[src/sv/assert_macros.svh]
// assertion macros used by the top-level rtl file
`ifndef ASSERT_MACROS_SVH
`define ASSERT_MACROS_SVH

// same-cycle implication, disabled during reset
`define ASSERT_IMP(label, clk, rst, ante, cons) \
  label: assert property (@(posedge clk) disable iff (rst) (ante) |-> (cons)) \
    else $error("same-cycle check failed");

// next-cycle implication, checked during reset as well
`define ASSERT_NEXT(label, clk, ante, cons) \
  label: assert property (@(posedge clk) (ante) |=> (cons)) \
    else $error("next-cycle check failed");

`endif

[src/sv/cau_pkg.sv]
// types, constants and helper functions of the complex arithmetic unit
`default_nettype none

package cau_pkg;

  localparam int DATA_WIDTH  = 16;
  localparam int FRAC_BITS   = 8;
  localparam int PROD_W      = 2 * DATA_WIDTH;
  localparam int SUM_W       = PROD_W + 1;
  localparam int MAG_W       = 2 * DATA_WIDTH;
  localparam int DEN_W       = 2 * DATA_WIDTH;
  localparam int REM_W       = DATA_WIDTH + 2;
  localparam int SHIFT_W     = DATA_WIDTH - FRAC_BITS;
  localparam int QUEUE_DEPTH = 2;
  localparam int PTR_W       = $clog2(QUEUE_DEPTH);
  localparam int CNT_W       = $clog2(QUEUE_DEPTH + 1);

  localparam logic [MAG_W-1:0] NEG_LIMIT = MAG_W'(1) << (DATA_WIDTH - 1);
  localparam logic [MAG_W-1:0] POS_LIMIT = NEG_LIMIT - MAG_W'(1);

  typedef enum logic [3:0] {
    OP_ADD   = 4'd0,
    OP_SUB   = 4'd1,
    OP_MUL   = 4'd2,
    OP_CONJ  = 4'd3,
    OP_NEG   = 4'd4,
    OP_ID    = 4'd5,
    OP_RECIP = 4'd6,
    OP_DIV   = 4'd7,
    OP_MOD   = 4'd8
  } op_t;

  typedef enum logic [1:0] {
    KIND_NONE,
    KIND_DIRECT,
    KIND_DIV,
    KIND_SQRT
  } kind_t;

  // one classified item with its products, as held in the queue
  typedef struct packed {
    op_t                      op;
    kind_t                    kind;
    logic signed [DATA_WIDTH-1:0] a_re;
    logic signed [DATA_WIDTH-1:0] a_im;
    logic signed [DATA_WIDTH-1:0] b_re;
    logic signed [DATA_WIDTH-1:0] b_im;
    logic signed [PROD_W-1:0] p0;
    logic signed [PROD_W-1:0] p1;
    logic signed [PROD_W-1:0] p2;
    logic signed [PROD_W-1:0] p3;
    logic [PROD_W-1:0]        s0;
    logic [PROD_W-1:0]        s1;
  } entry_t;

  typedef struct packed {
    logic full;
    logic empty;
  } q_stat_t;

  typedef struct packed {
    logic             neg;
    logic [MAG_W-1:0] mag;
  } sm_t;

  typedef struct packed {
    logic [DATA_WIDTH-1:0] val;
    logic                  sat;
  } packed_t;

  // signed value to sign and magnitude
  function automatic sm_t to_sm(logic signed [SUM_W-1:0] v);
    sm_t r;
    logic signed [SUM_W-1:0] negv;
    negv  = -v;
    r.neg = v[SUM_W-1];
    r.mag = r.neg ? negv[MAG_W-1:0] : v[MAG_W-1:0];
    return r;
  endfunction

  // clamp a sign and magnitude to the data range and form two's complement
  function automatic packed_t pack_mag(logic neg, logic [MAG_W-1:0] mag);
    packed_t          r;
    logic [MAG_W-1:0] lim;
    logic [MAG_W-1:0] m;
    logic [MAG_W-1:0] m_neg;
    lim   = neg ? NEG_LIMIT : POS_LIMIT;
    r.sat = mag > lim;
    m     = r.sat ? lim : mag;
    m_neg = (~m) + MAG_W'(1);
    r.val = neg ? m_neg[DATA_WIDTH-1:0] : m[DATA_WIDTH-1:0];
    return r;
  endfunction

endpackage

`default_nettype wire

[src/sv/cau_front.sv]
// front end: decodes the operation and forms all operand products
`default_nettype none

module cau_front (
  input  wire logic [3:0]                          action,
  input  wire logic signed [cau_pkg::DATA_WIDTH-1:0] a_re,
  input  wire logic signed [cau_pkg::DATA_WIDTH-1:0] a_im,
  input  wire logic signed [cau_pkg::DATA_WIDTH-1:0] b_re,
  input  wire logic signed [cau_pkg::DATA_WIDTH-1:0] b_im,
  output cau_pkg::entry_t                          entry
);
  import cau_pkg::*;

  op_t                          op;
  kind_t                        kind;
  logic signed [DATA_WIDTH-1:0] sq_x;
  logic signed [DATA_WIDTH-1:0] sq_y;
  logic signed [PROD_W-1:0]     p0;
  logic signed [PROD_W-1:0]     p1;
  logic signed [PROD_W-1:0]     p2;
  logic signed [PROD_W-1:0]     p3;
  logic signed [PROD_W-1:0]     sx;
  logic signed [PROD_W-1:0]     sy;

  // classify the operation
  always_comb begin
    op = op_t'(action);
    unique case (op) inside
      OP_ADD, OP_SUB, OP_MUL, OP_CONJ, OP_NEG, OP_ID: kind = KIND_DIRECT;
      OP_RECIP, OP_DIV:                               kind = KIND_DIV;
      OP_MOD:                                         kind = KIND_SQRT;
      default:                                        kind = KIND_NONE;
    endcase
  end

  // squares come from a for reciprocal and modulus, from b otherwise
  assign sq_x = (op == OP_RECIP || op == OP_MOD) ? a_re : b_re;
  assign sq_y = (op == OP_RECIP || op == OP_MOD) ? a_im : b_im;

  // cross products and squares
  assign p0 = a_re * b_re;
  assign p1 = a_im * b_im;
  assign p2 = a_re * b_im;
  assign p3 = a_im * b_re;
  assign sx = sq_x * sq_x;
  assign sy = sq_y * sq_y;

  always_comb begin
    entry.op   = op;
    entry.kind = kind;
    entry.a_re = a_re;
    entry.a_im = a_im;
    entry.b_re = b_re;
    entry.b_im = b_im;
    entry.p0   = p0;
    entry.p1   = p1;
    entry.p2   = p2;
    entry.p3   = p3;
    entry.s0   = sx;
    entry.s1   = sy;
  end

endmodule

`default_nettype wire

[config.mk]
export PLATFORM = sky130hd
export DESIGN_NAME = cau_front
export DESIGN_NICKNAME = d
export VERILOG_FILES = /design/src/sv/assert_macros.svh /design/src/sv/cau_pkg.sv /design/src/sv/cau_front.sv
export SDC_FILE = /design/constraint.sdc
export NUM_CORES = 2
export LEC_CHECK = 0
export BUFFER_PORTS_ARGS = -buffer_cell sky130_fd_sc_hd__buf_4
export CAP_MARGIN = 10
export CELL_PAD_IN_SITES_DETAIL_PLACEMENT = 1
export CELL_PAD_IN_SITES_GLOBAL_PLACEMENT = 2
export CORE_ASPECT_RATIO = 1.1
export CORE_UTILIZATION = 37
export DETAILED_ROUTE_END_ITERATION = 12
export PLACE_DENSITY = 0.79
export SETUP_SLACK_MARGIN = 0.05
export SYNTH_ARGS = -nofsm -noshare
export SYNTH_HDL_FRONTEND = slang
export SYNTH_SLANG_ARGS = --single-unit
[constraint.sdc]
create_clock -name vclk -period 11.04
set_input_delay 2.208 -clock vclk [all_inputs]
set_output_delay 2.208 -clock vclk [all_outputs]
set_load 0.005 [all_outputs]
==> impl_metrics.tcl <==
set metrics [dict create \
    final.setup.worst_slack_ns -0.0793 \
    syn_area_mm2 0.0578 \
    start_util_pct 37.4 \
    dr.pass1.iters 5 \
    die_y_um 417 \
    syn_inst 6438 \
    worst_hold_slack_ns 4.63 \
    drc 0 \
    place_inst 9060 \
    grt_pass1_vias 51630 \
    seq_cells 0 \
    final_cells 9114 \
    finalHoldViolations 0 \
    worstSetupPathType "in2out" \
    viasPerCell 4.86 \
    die_area_mm2 0.158 \
    hp-class "in2out" \
    gp_congestion 0.903 \
    dp_hpwl_mm 153 \
    cp-start-kind "primary input" \
    nFillCells 18016 \
    grt_overflow 0 \
    rsz0062_at_grt "yes" \
    cap_violations 0 \
    clkbuf_count 0 \
    layout_common_cells "1693 x inv_1, 1479 x fa_1, 811 x buf_4, 742 x nand2_1, 475 x ha_1" \
    area_growth_pct 17.8 \
    core_mm2 0.155 \
    maxSlewHeadroom_pct 42.9 \
    antenna_found_initial 6 \
    dr_total_vias 44292 \
    port_buffers 328 \
    crit_required_ns 8.83 \
    slew_viol_final 0 \
    fp.dieW_um 379 \
    ys_types 84 \
    period_share_pct 101 \
    rows 151 \
    yosys_warnings 0 \
    worst_setup_path_end_kind "primary output" \
    synth_top_area_share_pct 52.4 \
    cp_slowest_cell "fa_2" \
    cp.arrival_ns 8.91 \
    grt_usage_pct 23.4 \
    critPathLaunch "action[0]" \
    tightest_slew_ns 0.857 \
    seq_area_frac_synth_pct 0 \
    synth_top_area_cell "fa_1" \
    place_ws_ns -0.441 \
    final_area_mm2 0.0681 \
    final_common_cell "inv_1" \
    wl_mm 179 \
    first_iter_violations 1757 \
    setup_viol 5 \
    failed_checks "setup timing" \
    syn_area_per_cell_um2 8.98 \
    period_minus_slack_ns 11.12 \
    register_area_um2 0 \
    ant_nets 0 \
    synthTopCellsByArea "fa_1 52%, inv_1 11%, ha_1 11%, nand2_1 5.0%, and2_1 4.5%" \
    drive_gt1_share_pct 17.9 \
    fin_nets 9135 \
    grt_pass1_wl_mm 288 \
    cpPeakStageDelay_ns 0.55 \
    timing.fmax_mhz 89.9 \
    grt_max_degree 35 \
    min_from "action[3]" \
    status "complete, but fails checks" \
    cp_common_cell "buf_6" \
    cp_max_fo 6 \
    io_pins 330 \
    post_dp_cell_area_mm2 0.0657 \
    drt-wirelength-per-cell_um 19.6 \
]
==> synthesized netlist by cell type (10+ instances only) <==
master,number
clkbuf_1,217
nand2b_1,74
clkinv_1,13
buf_4,72
o211ai_1,11
o21bai_1,25
o21ai_0,68
a211oi_1,19
nand3_1,28
nand4_1,10
and3_1,15
buf_2,17
nor2_1,231
xnor2_1,168
nor3_1,49
mux2_2,16
o21ai_1,20
xor2_1,45
a21oi_1,125
fa_1,1512
o21a_1,25
inv_1,1732
mux2i_1,21
and2_1,414
ha_1,506
nor4_1,12
a31oi_1,14
nor2b_1,14
a21o_1,53
or2_2,10
nand2_1,771
==> critical path: cells and delay by family <==
kind	cells	cell delay, ns
adders and majority gates	7	3.39
buffers and inverters	11	1.17
and+or+nand+nor	7	1.22
muxes	1	0.22
AOI/OAI and AO/OA	4	0.69
==> cell type report <==
type                       count  area (um2)  share of cell area [%]
antenna                        2        5.00                 0.00735
timing repair buffer         915        7540                    11.1
tap                         2065        2580                    3.79
inverter                    1747        6600                    9.69
multi-input combinational   4385       51400                    75.4
==> metrics by stage <==
stage                     util (%)  setup TNS [ns]
after CTS                     43.3          -0.333
after detailed placement      42.5           -6.41
after floorplan                  -               0
final                         44.1          -0.187
after global routing          44.1           -3.52
after global placement        42.5           -3.20
==> cells by family after synthesis <==
family / synth area share, %
buffers and inverters: 13.8
adder cells (fa/ha/maj): 63.3
AND/OR/NAND/NOR: 13.4
XOR/XNOR: 3.23
other: 0.00649
multiplexers: 0.829
AO/OA/AOI/OAI: 5.40
==> layer usage <==
layer | part of all wire [%] | vias up | GRT usage (%) | wire length [um]
li1 | - | 19919 | - | -
met2 | 50 | 729 | 41.0 | 90000
met1 | 43 | 23496 | 31.7 | 77200
met3 | 4.2 | 142 | 2.05 | 7520
met4 | 2.2 | 6 | 4.11 | 3980
met5 | 0.020 | - | 0 | 36
==> what timing repair did <==
action | CTS | global route
setup endpoints to repair | 32 | 65
pin swaps | 106 | 109
buffers inserted | 23 | 33
hold buffers | 0 | 0
cloned | 3 | 0
gates resized for setup | 237 | 221
==> path summary, 6_finish.rpt <==
kind | slack (ns) | cells past startpoint | end
worst max-delay path | -0.08 | 30 | entry[30]
worst min-delay path | 4.63 | 2 | entry[261]
