--- config.mk ---
export PLATFORM = sky130hd
export DESIGN_NAME = cau_queue
export DESIGN_NICKNAME = d
export VERILOG_FILES = /design/src/sv/assert_macros.svh /design/src/sv/cau_pkg.sv /design/src/sv/cau_queue.sv
export SDC_FILE = /design/constraint.sdc
export NUM_CORES = 1
export LEC_CHECK = 0
export BUFFER_PORTS_ARGS = -buffer_cell sky130_fd_sc_hd__buf_2
export CORE_ASPECT_RATIO = 0.6
export CORE_UTILIZATION = 59
export DETAILED_ROUTE_END_ITERATION = 12
export HOLD_SLACK_MARGIN = 0.12
export PLACE_DENSITY = 0.95
export SLEW_MARGIN = 10
export SYNTH_ARGS = -nofsm -noshare
export SYNTH_HDL_FRONTEND = slang
export SYNTH_SLANG_ARGS = --single-unit
--- constraint.sdc ---
create_clock -name clk -period 27.9 [get_ports clk]
set_input_delay 5.58 -clock clk [delete_from_list [all_inputs] [get_ports clk]]
set_output_delay 5.58 -clock clk [all_outputs]
set_load 0.05 [all_outputs]
--- src/sv/assert_macros.svh ---
// assertion macros used by the top-level rtl file
`ifndef ASSERT_MACROS_SVH
`define ASSERT_MACROS_SVH

// same-cycle implication, disabled during reset
`define ASSERT_IMP(label, clk, rst, ante, cons) \
  label: assert property (@(posedge clk) disable iff (rst) (ante) |-> (cons)) \
    else $error("same-cycle check failed");

// next-cycle implication, checked during reset as well
`define ASSERT_NEXT(label, clk, ante, cons) \
  label: assert property (@(posedge clk) (ante) |=> (cons)) \
    else $error("next-cycle check failed");

`endif

--- src/sv/cau_pkg.sv ---
// types, constants and helper functions of the complex arithmetic unit
`default_nettype none

package cau_pkg;

  localparam int DATA_WIDTH  = 16;
  localparam int FRAC_BITS   = 8;
  localparam int PROD_W      = 2 * DATA_WIDTH;
  localparam int SUM_W       = PROD_W + 1;
  localparam int MAG_W       = 2 * DATA_WIDTH;
  localparam int DEN_W       = 2 * DATA_WIDTH;
  localparam int REM_W       = DATA_WIDTH + 2;
  localparam int SHIFT_W     = DATA_WIDTH - FRAC_BITS;
  localparam int QUEUE_DEPTH = 2;
  localparam int PTR_W       = $clog2(QUEUE_DEPTH);
  localparam int CNT_W       = $clog2(QUEUE_DEPTH + 1);

  localparam logic [MAG_W-1:0] NEG_LIMIT = MAG_W'(1) << (DATA_WIDTH - 1);
  localparam logic [MAG_W-1:0] POS_LIMIT = NEG_LIMIT - MAG_W'(1);

  typedef enum logic [3:0] {
    OP_ADD   = 4'd0,
    OP_SUB   = 4'd1,
    OP_MUL   = 4'd2,
    OP_CONJ  = 4'd3,
    OP_NEG   = 4'd4,
    OP_ID    = 4'd5,
    OP_RECIP = 4'd6,
    OP_DIV   = 4'd7,
    OP_MOD   = 4'd8
  } op_t;

  typedef enum logic [1:0] {
    KIND_NONE,
    KIND_DIRECT,
    KIND_DIV,
    KIND_SQRT
  } kind_t;

  // one classified item with its products, as held in the queue
  typedef struct packed {
    op_t                      op;
    kind_t                    kind;
    logic signed [DATA_WIDTH-1:0] a_re;
    logic signed [DATA_WIDTH-1:0] a_im;
    logic signed [DATA_WIDTH-1:0] b_re;
    logic signed [DATA_WIDTH-1:0] b_im;
    logic signed [PROD_W-1:0] p0;
    logic signed [PROD_W-1:0] p1;
    logic signed [PROD_W-1:0] p2;
    logic signed [PROD_W-1:0] p3;
    logic [PROD_W-1:0]        s0;
    logic [PROD_W-1:0]        s1;
  } entry_t;

  typedef struct packed {
    logic full;
    logic empty;
  } q_stat_t;

  typedef struct packed {
    logic             neg;
    logic [MAG_W-1:0] mag;
  } sm_t;

  typedef struct packed {
    logic [DATA_WIDTH-1:0] val;
    logic                  sat;
  } packed_t;

  // signed value to sign and magnitude
  function automatic sm_t to_sm(logic signed [SUM_W-1:0] v);
    sm_t r;
    logic signed [SUM_W-1:0] negv;
    negv  = -v;
    r.neg = v[SUM_W-1];
    r.mag = r.neg ? negv[MAG_W-1:0] : v[MAG_W-1:0];
    return r;
  endfunction

  // clamp a sign and magnitude to the data range and form two's complement
  function automatic packed_t pack_mag(logic neg, logic [MAG_W-1:0] mag);
    packed_t          r;
    logic [MAG_W-1:0] lim;
    logic [MAG_W-1:0] m;
    logic [MAG_W-1:0] m_neg;
    lim   = neg ? NEG_LIMIT : POS_LIMIT;
    r.sat = mag > lim;
    m     = r.sat ? lim : mag;
    m_neg = (~m) + MAG_W'(1);
    r.val = neg ? m_neg[DATA_WIDTH-1:0] : m[DATA_WIDTH-1:0];
    return r;
  endfunction

endpackage

`default_nettype wire

--- src/sv/cau_queue.sv ---
// short queue between front and back end, registered read port
`default_nettype none

module cau_queue (
  input  wire logic       clk,
  input  wire logic       rst,
  input  wire logic       push,
  input  wire logic       pop,
  input  wire cau_pkg::entry_t din,
  output cau_pkg::entry_t dout,
  output logic            dout_valid,
  output cau_pkg::q_stat_t stat
);
  import cau_pkg::*;

  entry_t           mem [QUEUE_DEPTH];
  logic [PTR_W-1:0] wr_ptr;
  logic [PTR_W-1:0] rd_ptr;
  logic [CNT_W-1:0] count;
  logic [CNT_W-1:0] count_next;

  // storage write
  always_ff @(posedge clk) begin
    if (push) begin
      mem[wr_ptr] <= din;
    end
  end

  // registered read on pop
  always_ff @(posedge clk) begin
    if (pop) begin
      dout <= mem[rd_ptr];
    end
  end

  // occupancy
  always_comb begin
    count_next = count;
    if (push && !pop) begin
      count_next = count + CNT_W'(1);
    end else if (pop && !push) begin
      count_next = count - CNT_W'(1);
    end
  end

  // pointers and count
  always_ff @(posedge clk) begin
    if (rst) begin
      wr_ptr     <= '0;
      rd_ptr     <= '0;
      count      <= '0;
      dout_valid <= 1'b0;
    end else begin
      if (push) begin
        wr_ptr <= wr_ptr + PTR_W'(1);
      end
      if (pop) begin
        rd_ptr <= rd_ptr + PTR_W'(1);
      end
      count      <= count_next;
      dout_valid <= pop;
    end
  end

  assign stat.full  = (count == CNT_W'(QUEUE_DEPTH));
  assign stat.empty = (count == '0);

endmodule

`default_nettype wire

==> run metrics, run 1 <==
DR WL/cell=23.15 um; via/cell ratio=5.370; Critical Path AT=8.54 ns; Root Driver=clkbuf_16; cell taking the most area after synthesis=edfxtp_1; first-pass GRT wire length=79110 um; synthesis-to-finish area growth=20.62%; Die H=168.5 um; Period minus WS final=8.347 ns; Final Hold Viols=0; Die X-Extent=279.4 um; fin area=32860 um^2; post-cts sizing count=0; mean post-synth cell area=24.79 um^2; RSZ-0062 raised after global routing=no; Reg2Reg Launch Point=wr_ptr$_SDFFE_PP0P_; filler cell count=2510; routed vias=12694; Final Non-Filler Cells=2364; vias in the first global route=13378; relative slew slack=26.51%; Iteration-0 DRC Markers=910; crit path kind=in -> reg; Worst-Skew Late Latency=0.57 ns; Power, Total=2.664 mW; FF-to-FF setup slack=24.35 ns; post-synth cell types=17; CP Launch Type=primary input; Synth area leaders=edfxtp_1, mux2_2, mux2_4; Starting Density=60.28%; full die area=47070 um^2; Final Util=72.71%; Crit. End Element=register; Tcrit/Tclk final=29.92%; register area=23710 um^2; maximum vdd drop=0.00006305 V; worst slew pin tran=1.102 ns; CORE AREA=45190 um^2; Clock transition at path regs=0.06 ns; LEAKAGE=12.08 nW; Final Net Count=1952; PD cells=81.07 nW/um^2; Bufs on Longest Clock Path=3; xor and xnor area share after synthesis=0.1286%; grt total ovfl=0; total CTS buffers=68; crit path max fanout=78; initial antenna violation count=19; Cells after DPL=2235; Total GRT Usage=22.96%; Hold Crit Class=reg -> reg; DR pass1 iterations=5; TritonCTS clock tree=built; Synth Area in Compound Gates=0.03674%; most common cell after layout, fill and taps aside=edfxtp_1; post-route ant nets=0; crit path from=push; Post-Place Cell Area=30590 um^2; Synthesis Warnings=0; simple-gate portion of the synthesized area=0.1607%; syn_nets=1366; Post-CTS Setup Inserts=0; routability cong.=0.7950; I/O Pins=531; Clock Skew=0.01467 ns; f_max=119.8 MHz; DRC=0; share of cells above drive strength 1=51.99%; largest family of logic cells by synthesized area=multiplexers; Yosys top cell area share=86.64%; total negative slack=0 ns; status=complete, no violations; FF+latch count, synth=791; Synth Instances=1099; pins over their slew limit=0; htree depth=3; Site Rows=60; largest net degree at the start of global routing=79; Seq/Total Area, Yosys=87.00%; Mapped Area=27240 um^2; WL final=54740 um; Final setup viols=0; Post-DP HPWL=35120 um; mux cell area share after synthesis=11.79%; Post-Synth Adder-Cell Area=0.04593%; CP required=28.09 ns; CTS Hold Buffers Added=0; Hold Crit Start=mem[0][212]$_DFFE_PP_; Max Cap Viol=0; area of the multi-input gates=3324 um^2; commonest cells after routing, fill and taps aside=edfxtp_1, buf_2, mux2_2; number of port buffers=530; CTS Sinks=791
-- metal layers --
| metal | part of all wire [%] | routed length, um | GRT usage [%] |
|---|---|---|---|
| met3 | 7.0 | 3820 | 6.018 |
| met2 | 53 | 29230 | 40.85 |
| met5 | 0.15 | 80 | 0 |
| met4 | 3.2 | 1778 | 8.719 |
| met1 | 36 | 19830 | 26.98 |
-- per-stage QoR --
| step | hold slack [ns] | setup WS [ns] |
|---|---|---|
| final | 0.5357 | 19.55 |
| after global routing | 0.5484 | 19.43 |
| after CTS | 0.5366 | 19.56 |
| after detailed placement | 0.5285 | 18.94 |
| after global placement | 0.5011 | 19.00 |
| after floorplan | 0.4608 | 10.13 |
-- cells in the mapped netlist --
cell type	number
o21ai_0	1
buf_2	10
dfxtp_1	5
inv_1	1
mux2_2	192
ha_1	1
mux2_4	70
xnor2_1	2
and2_1	1
or3_1	1
nor2b_1	2
buf_6	8
xor2_1	2
a21oi_1	1
buf_4	11
edfxtp_1	786
nor2_1	5
-- final timing paths --
check                     endpoint  cells after the start
min            dout[212]$_DFFE_PP_                      1
min reg2reg    dout[212]$_DFFE_PP_                      1
max reg2reg  mem[0][205]$_DFFE_PP_                      4
max          mem[0][205]$_DFFE_PP_                      5
-- critical path, cell delays in order --
cell     delay (ns)
buf_2          0.13
nor2b_4        0.16
buf_4          0.81
buf_4          0.86
buf_4          0.81
-- state kept, by name, indices dropped and copies added (netlist names) --
name and cells:
rd_ptr 1, dout_valid 1, count 2, wr_ptr 1, dout 262, mem 524
-- cell type report --
cell class	instances	area share, %
clock buffer	86	5.544
antenna	7	0.05330
multi-input combinational	278	10.12
timing repair buffer	545	8.445
inverter	1	0.01142
clock inverter	36	1.329
sequential	791	72.14
tap	620	2.361
-- cell families after synthesis --
group,Yosys count
multiplexers,262
flip-flops,791
buffers and inverters,30
XOR/XNOR,4
AND/OR/NAND/NOR,9
adder cells (fa/ha/maj),1
AO/OA/AOI/OAI,2
-- power by group --
group          switching (mW)  leakage (nW)  internal [mW]
Sequential             0.0246          7.52           1.40
Clock                   0.411          1.09          0.536
Combinational           0.202          3.46         0.0853
(Power assumes the default switching activity.)
==> run 2: changes to the inputs <==
- CORE_UTILIZATION: 59 -> 49
- PLACE_DENSITY: 0.95 -> 0.86
- clock period: 27.9 -> 7.3 ns (I/O delays scaled with it)
==> run metrics, run 2 (synthesis gave the netlist of run 1 again) <==
Reg2Reg Launch Point=rd_ptr$_SDFFE_PP0P_; area of the multi-input gates=3324 um^2 (unchanged); Period minus WS final=2.928 ns; CP Launch Type=primary input; first-pass GRT wire length=76000 um (-3.9%); WL final=52370 um (-4.3%); initial antenna violation count=13 (-6); Clock transition at path regs=0.06 ns (about the same); commonest cells after routing, fill and taps aside=edfxtp_1, buf_2, mux2_2; Hold Crit Class=reg -> reg; Die X-Extent=306.4 um (+9.7%); maximum vdd drop=0.0002048 V (+220%); htree depth=3 (unchanged); Critical Path AT=3.12 ns (-5.42 ns); register area=23710 um^2 (unchanged); FF-to-FF setup slack=4.97 ns (-19.38 ns); largest net degree at the start of global routing=166 (+110%); relative slew slack=9.175% (-17 points); total negative slack=0 ns (unchanged); Max Cap Viol=0 (unchanged); full die area=56580 um^2 (+20%); status=complete, no violations; I/O Pins=531 (unchanged); Crit. End Element=register; crit path max fanout=165 (+110%); PD cells=306.1 nW/um^2 (+280%); CORE AREA=54500 um^2 (+21%); routability cong.=0.8543 (+7.5%); TritonCTS clock tree=built; filler cell count=3729 (+49%); Iteration-0 DRC Markers=1085 (+19%); worst r2r path cells=2 (-2); Bufs on Longest Clock Path=3 (unchanged); hold path cells=2 (+1); worst slew pin tran=1.362 ns (+0.2600 ns); Clock Skew=0.02251 ns (+0.007840 ns); pins over their slew limit=0 (unchanged); LEAKAGE=12.03 nW (-0.38%); grt total ovfl=0 (unchanged); f_max=341.5 MHz; post-route ant nets=0 (unchanged); Root Driver=clkbuf_16; synthesis-to-finish area growth=20.85%; DR pass1 iterations=5 (unchanged); Hold Crit Start=count[1]$_SDFFE_PP0P_; Power, Total=10.08 mW (+280%); max FFs per register=524 (unchanged); Final Net Count=1948 (-0.20%); Final Hold Viols=0 (unchanged); share of cells above drive strength 1=51.96% (about the same); most common cell after layout, fill and taps aside=edfxtp_1; Tcrit/Tclk final=40.11%; CP required=7.49 ns (-20.60 ns); total CTS buffers=69 (+1.5%); crit path kind=in -> reg; Final Util=60.41% (-12 points); Site Rows=66 (+10%); Top Registers=mem (524), dout (262), count (2); post-cts sizing count=0 (unchanged); DR WL/cell=21.29 um (-8.1%); number of port buffers=530 (unchanged); Starting Density=49.99% (-10 points); CTS Sinks=791 (unchanged); Final setup viols=0 (unchanged); DRC=0 (unchanged); Reg with most FFs=mem; Total GRT Usage=18.02% (-4.9 points); via/cell ratio=5.051 (-5.9%); CTS Hold Buffers Added=0 (unchanged); Critical R2R Capture=dout[124]$_DFFE_PP_; Die H=184.6 um (+9.6%); Worst-Skew Late Latency=0.59 ns (+0.02 ns); routed vias=12425 (-2.1%); RSZ-0062 raised after global routing=no; Post-CTS Setup Inserts=0 (unchanged); Post-DP HPWL=32900 um (-6.3%); worst hold path endpoint=count[1]$_SDFFE_PP0P_; vias in the first global route=12886 (-3.7%)
[run 2: layer usage]
metal	GRT usage, %	up-vias	wire length, um
li1	-	5607	-
met3	5.577	86	3801
met2	30.46	441	26950
met4	6.240	2	1287
met5	0	-	13
met1	22.10	6289	20320
[run 2: worst max-delay path by stage]
stage	start	endpoint	slack, ns	cells past startpoint
finish	push	mem[0][210]$_DFFE_PP_	4.37	4
global route	push	mem[0][210]$_DFFE_PP_	4.32	4
CTS	push	mem[0][168]$_DFFE_PP_	4.46	4
detailed placement	push	mem[0][168]$_DFFE_PP_	3.82	4
global placement	push	mem[0][175]$_DFFE_PP_	3.89	4
floorplan	push	mem[0][0]$_DFFE_PP_	1.49	1
[run 2: where the power goes]
| group | switching [mW] | internal [mW] |
|---|---|---|
| sequential | 0.0899 | 5.37 |
| combinational | 0.762 | 0.328 |
| clock | 1.57 | 1.96 |
[run 2: layout make-up]
| type | instances | share of cell area, % |
|---|---|---|
| sequential | 791 | 72.00 |
| multi-input combinational | 278 | 10.10 |
| timing repair buffer | 540 | 8.467 |
| clock buffer | 87 | 5.643 |
| tap | 714 | 2.713 |
| clock inverter | 37 | 0.9729 |
| antenna | 12 | 0.09121 |
| inverter | 1 | 0.01140 |
[run 2: critical path, stage by stage]
cell     delay (ns)
buf_2          0.13
nor2b_4        0.14
buf_4          0.43
buf_12         0.63
[run 2: stage by stage]
| stage | hold slack (ns) | setup slack, ns | cell area, um^2 | std cells |
|---|---|---|---|---|
| floorplan | 0.4608 | 1.487 | 27250 | 1099 |
| global placement | 0.5249 | 3.893 | 30720 | 2324 |
| detailed placement | 0.5127 | 3.821 | 30720 | 2324 |
| CTS | 0.5245 | 4.459 | 32890 | 2448 |
| global route | 0.5535 | 4.323 | 32910 | 2455 |
| finish | 0.5226 | 4.372 | 32920 | 2460 |
==> run 3: changes to the inputs <==
- ABC_AREA: unset -> 1
- CORE_UTILIZATION: 49 -> 55
- PLACE_DENSITY: 0.86 -> 0.91
- clock period: 7.3 -> 3 ns (I/O delays scaled with it)
==> run metrics, run 3 <==
status=complete, no violations; DR WL/cell=22.43 um (+5.4%); Synth area leaders=edfxtp_1, mux2_2, mux2_4; largest net degree at the start of global routing=108 (-35%); CTS Hold Buffers Added=0 (unchanged); Cells after DPL=2277 (-2.0%); CP max-delay cell=dfxtp_1; Critical Path AT=1.37 ns (-1.75 ns); Total GRT Usage=21.01% (+3.0 points); Bufs on Longest Clock Path=3 (unchanged); crit path max fanout=3 (-98%); via/cell ratio=5.260 (+4.1%); post-cts sizing count=0 (unchanged); worst r2r path cells=2 (unchanged); CP max stage delay=0.35 ns (-0.28 ns); worst slew pin tran=0.7062 ns (-0.6562 ns); commonest cells after routing, fill and taps aside=edfxtp_1, buf_2, mux2_2; max FFs per register=524 (unchanged); Mapped Area=27260 um^2 (about the same); Top Metal Used=met5; Die X-Extent=289.4 um (-5.5%); cell taking the most area after synthesis=edfxtp_1; hold path cells=1 (-1); PD cells=736.5 nW/um^2 (+140%); Seq/Total Area, Yosys=86.93% (about the same); Clock Skew=0.02178 ns (-0.0007224 ns); Die H=174.5 um (-5.5%); synthesis-to-finish area growth=21.77%; FF-to-FF setup slack=1.16 ns (-3.81 ns); Starting Density=56.32% (+6.3 points); CTS Sinks=791 (unchanged); full die area=50500 um^2 (-11%); most common cell after layout, fill and taps aside=edfxtp_1; initial antenna violation count=15 (+2); number of port buffers=530 (unchanged); grt total ovfl=0 (unchanged); Async SR Flop Fraction=0% (unchanged); Synth Instances=1110 (+1.0%); Max Cap Viol=0 (unchanged); fin area=33200 um^2 (+0.84%); Final Non-Filler Cells=2415 (-1.8%); Reg with most FFs=mem; Hold Crit Start=din[116]; Site Rows=62 (-6.1%); relative slew slack=52.92% (+44 points); WL final=54170 um (+3.4%); Final Hold Viols=0 (unchanged); first-pass GRT wire length=77810 um (+2.4%); CP required=2.40 ns (-5.09 ns); f_max=508.2 MHz; post-synth cell types=17 (unchanged); share of cells above drive strength 1=52.18% (+0.22 points); syn_nets=1377 (+0.81%); Post-synth EDFFs=786 (unchanged); RSZ-0062 raised after global routing=no; FF+latch count, synth=791 (unchanged); crit path kind=reg -> out; pins over their slew limit=0 (unchanged); Period minus WS final=1.968 ns; post-route ant nets=0 (unchanged); worst hold path endpoint=mem[1][116]$_DFFE_PP_; routed vias=12703 (+2.2%); Tcrit/Tclk final=65.59%; Final Net Count=1975 (+1.4%); ys flop type=edfxtp_1; Crit. End Element=output port; Post-CTS Setup Inserts=0 (unchanged); CORE AREA=48410 um^2 (-11%); Clock transition at path regs=0.06 ns (about the same); CP Launch Type=register; Hold Crit Class=in -> reg; Iteration-0 DRC Markers=805 (-26%); vias in the first global route=13373 (+3.8%); Critical R2R Capture=dout[70]$_DFFE_PP_; Power, Total=24.45 mW (+140%); filler cell count=2896 (-22%); crit path cell chain=inv_1, nor2_1, buf_2; total negative slack=0 ns (unchanged); mean post-synth cell area=24.56 um^2 (-0.91%); Root Driver=clkbuf_16; Top Registers=mem (524), dout (262), count (2); Reg2Reg Launch Point=rd_ptr$_SDFFE_PP0P_; Synthesis Warnings=0 (unchanged); TritonCTS clock tree=built; count leader, synth=edfxtp_1; Worst-Skew Late Latency=0.59 ns (about the same); M1 WL=19630 um (-3.4%); LEAKAGE=12.21 nW (+1.5%); I/O Pins=531 (unchanged); met2 wire length=28440 um (+5.5%); met3 wire length=4130 um (+8.7%); htree depth=3 (unchanged); Post-Place Cell Area=30960 um^2 (+0.79%); maximum vdd drop=0.0006496 V (+220%); DR pass1 iterations=4 (-1); Yosys top cell area share=86.57% (about the same); routability cong.=0.8058 (-5.7%); worst hold slack=0.1926 ns (-0.3300 ns); total CTS buffers=69 (unchanged); Final setup viols=0 (unchanged); Synth top cells by count=edfxtp_1, mux2_2, mux2_4; DRC=0 (unchanged); Post-DP HPWL=35310 um (+7.3%)
[run 3: worst max-delay path, delay by kind of cell, from the launching register on]
kind | cells | cell delay, ns
AND/OR/NAND/NOR | 1 | 0.09
flip-flops | 1 | 0.35
buffers and inverters | 2 | 0.34
[run 3: worst max path at each step]
stage	startpoint	to	slack (ns)	cells after the start
after floorplan	push	mem[1][0]$_DFFE_PP_	-1.96	2
after global placement	push	mem[0][177]$_DFFE_PP_	0.94	4
after detailed placement	push	mem[0][174]$_DFFE_PP_	0.91	4
after CTS	count[1]$_SDFFE_PP0P_	stat[1]	1.00	3
after global routing	count[1]$_SDFFE_PP0P_	stat[1]	0.97	3
final	count[1]$_SDFFE_PP0P_	stat[1]	1.03	3
[run 3: final cells by class]
type	instances	area (um^2)	share of cell area [%]
multi-input cells	281	3329	10.03
clock buffers	82	1807	5.442
clock inverters	44	406.6	1.225
inverters	9	50.05	0.1507
diodes	12	30.03	0.09045
repair buffers	556	3070	9.248
well taps	640	800.8	2.412
flip-flops and latches	791	23710	71.40
[run 3: cells by family (layout without fill, tap and decap cells)]
group	after synthesis	after routing	share of synthesized area [%]
other	0	12	0
buffers and inverters	38	691	0.9408
xor gates and xnor gates	1	1	0.03213
adders and majority gates	1	1	0.04588
DFF	791	791	86.93
and+or+nand+nor	15	15	0.2249
AOI/OAI and AO/OA	2	2	0.03668
muxes	262	262	11.78
[run 3: stage by stage]
| step | worst slack, ns | utilization (%) |
|---|---|---|
| 6_report | 1.032 | 68.59 |
| 5_1_grt | 0.9683 | 68.57 |
| 4_1_cts | 1.001 | 68.53 |
| 3_5_place_dp | 0.9098 | 63.95 |
| 3_3_place_gp | 0.9355 | 63.95 |
| 2_1_floorplan | -1.958 | - |
[run 3: power breakdown]
| part | switching, mW | leakage [nW] | internal (mW) |
|---|---|---|---|
| registers | 0.212 | 7.52 | 13.0 |
| clock network | 3.86 | 1.08 | 4.80 |
| logic | 1.79 | 3.61 | 0.815 |
[run 3: per-layer routing]
| layer | up-vias | track usage, % |
|---|---|---|
| met1 | 6369 | 23.72 |
| met2 | 529 | 37.28 |
| li1 | 5677 | - |
| met4 | 6 | 8.136 |
| met3 | 122 | 6.286 |
| met5 | - | 0 |
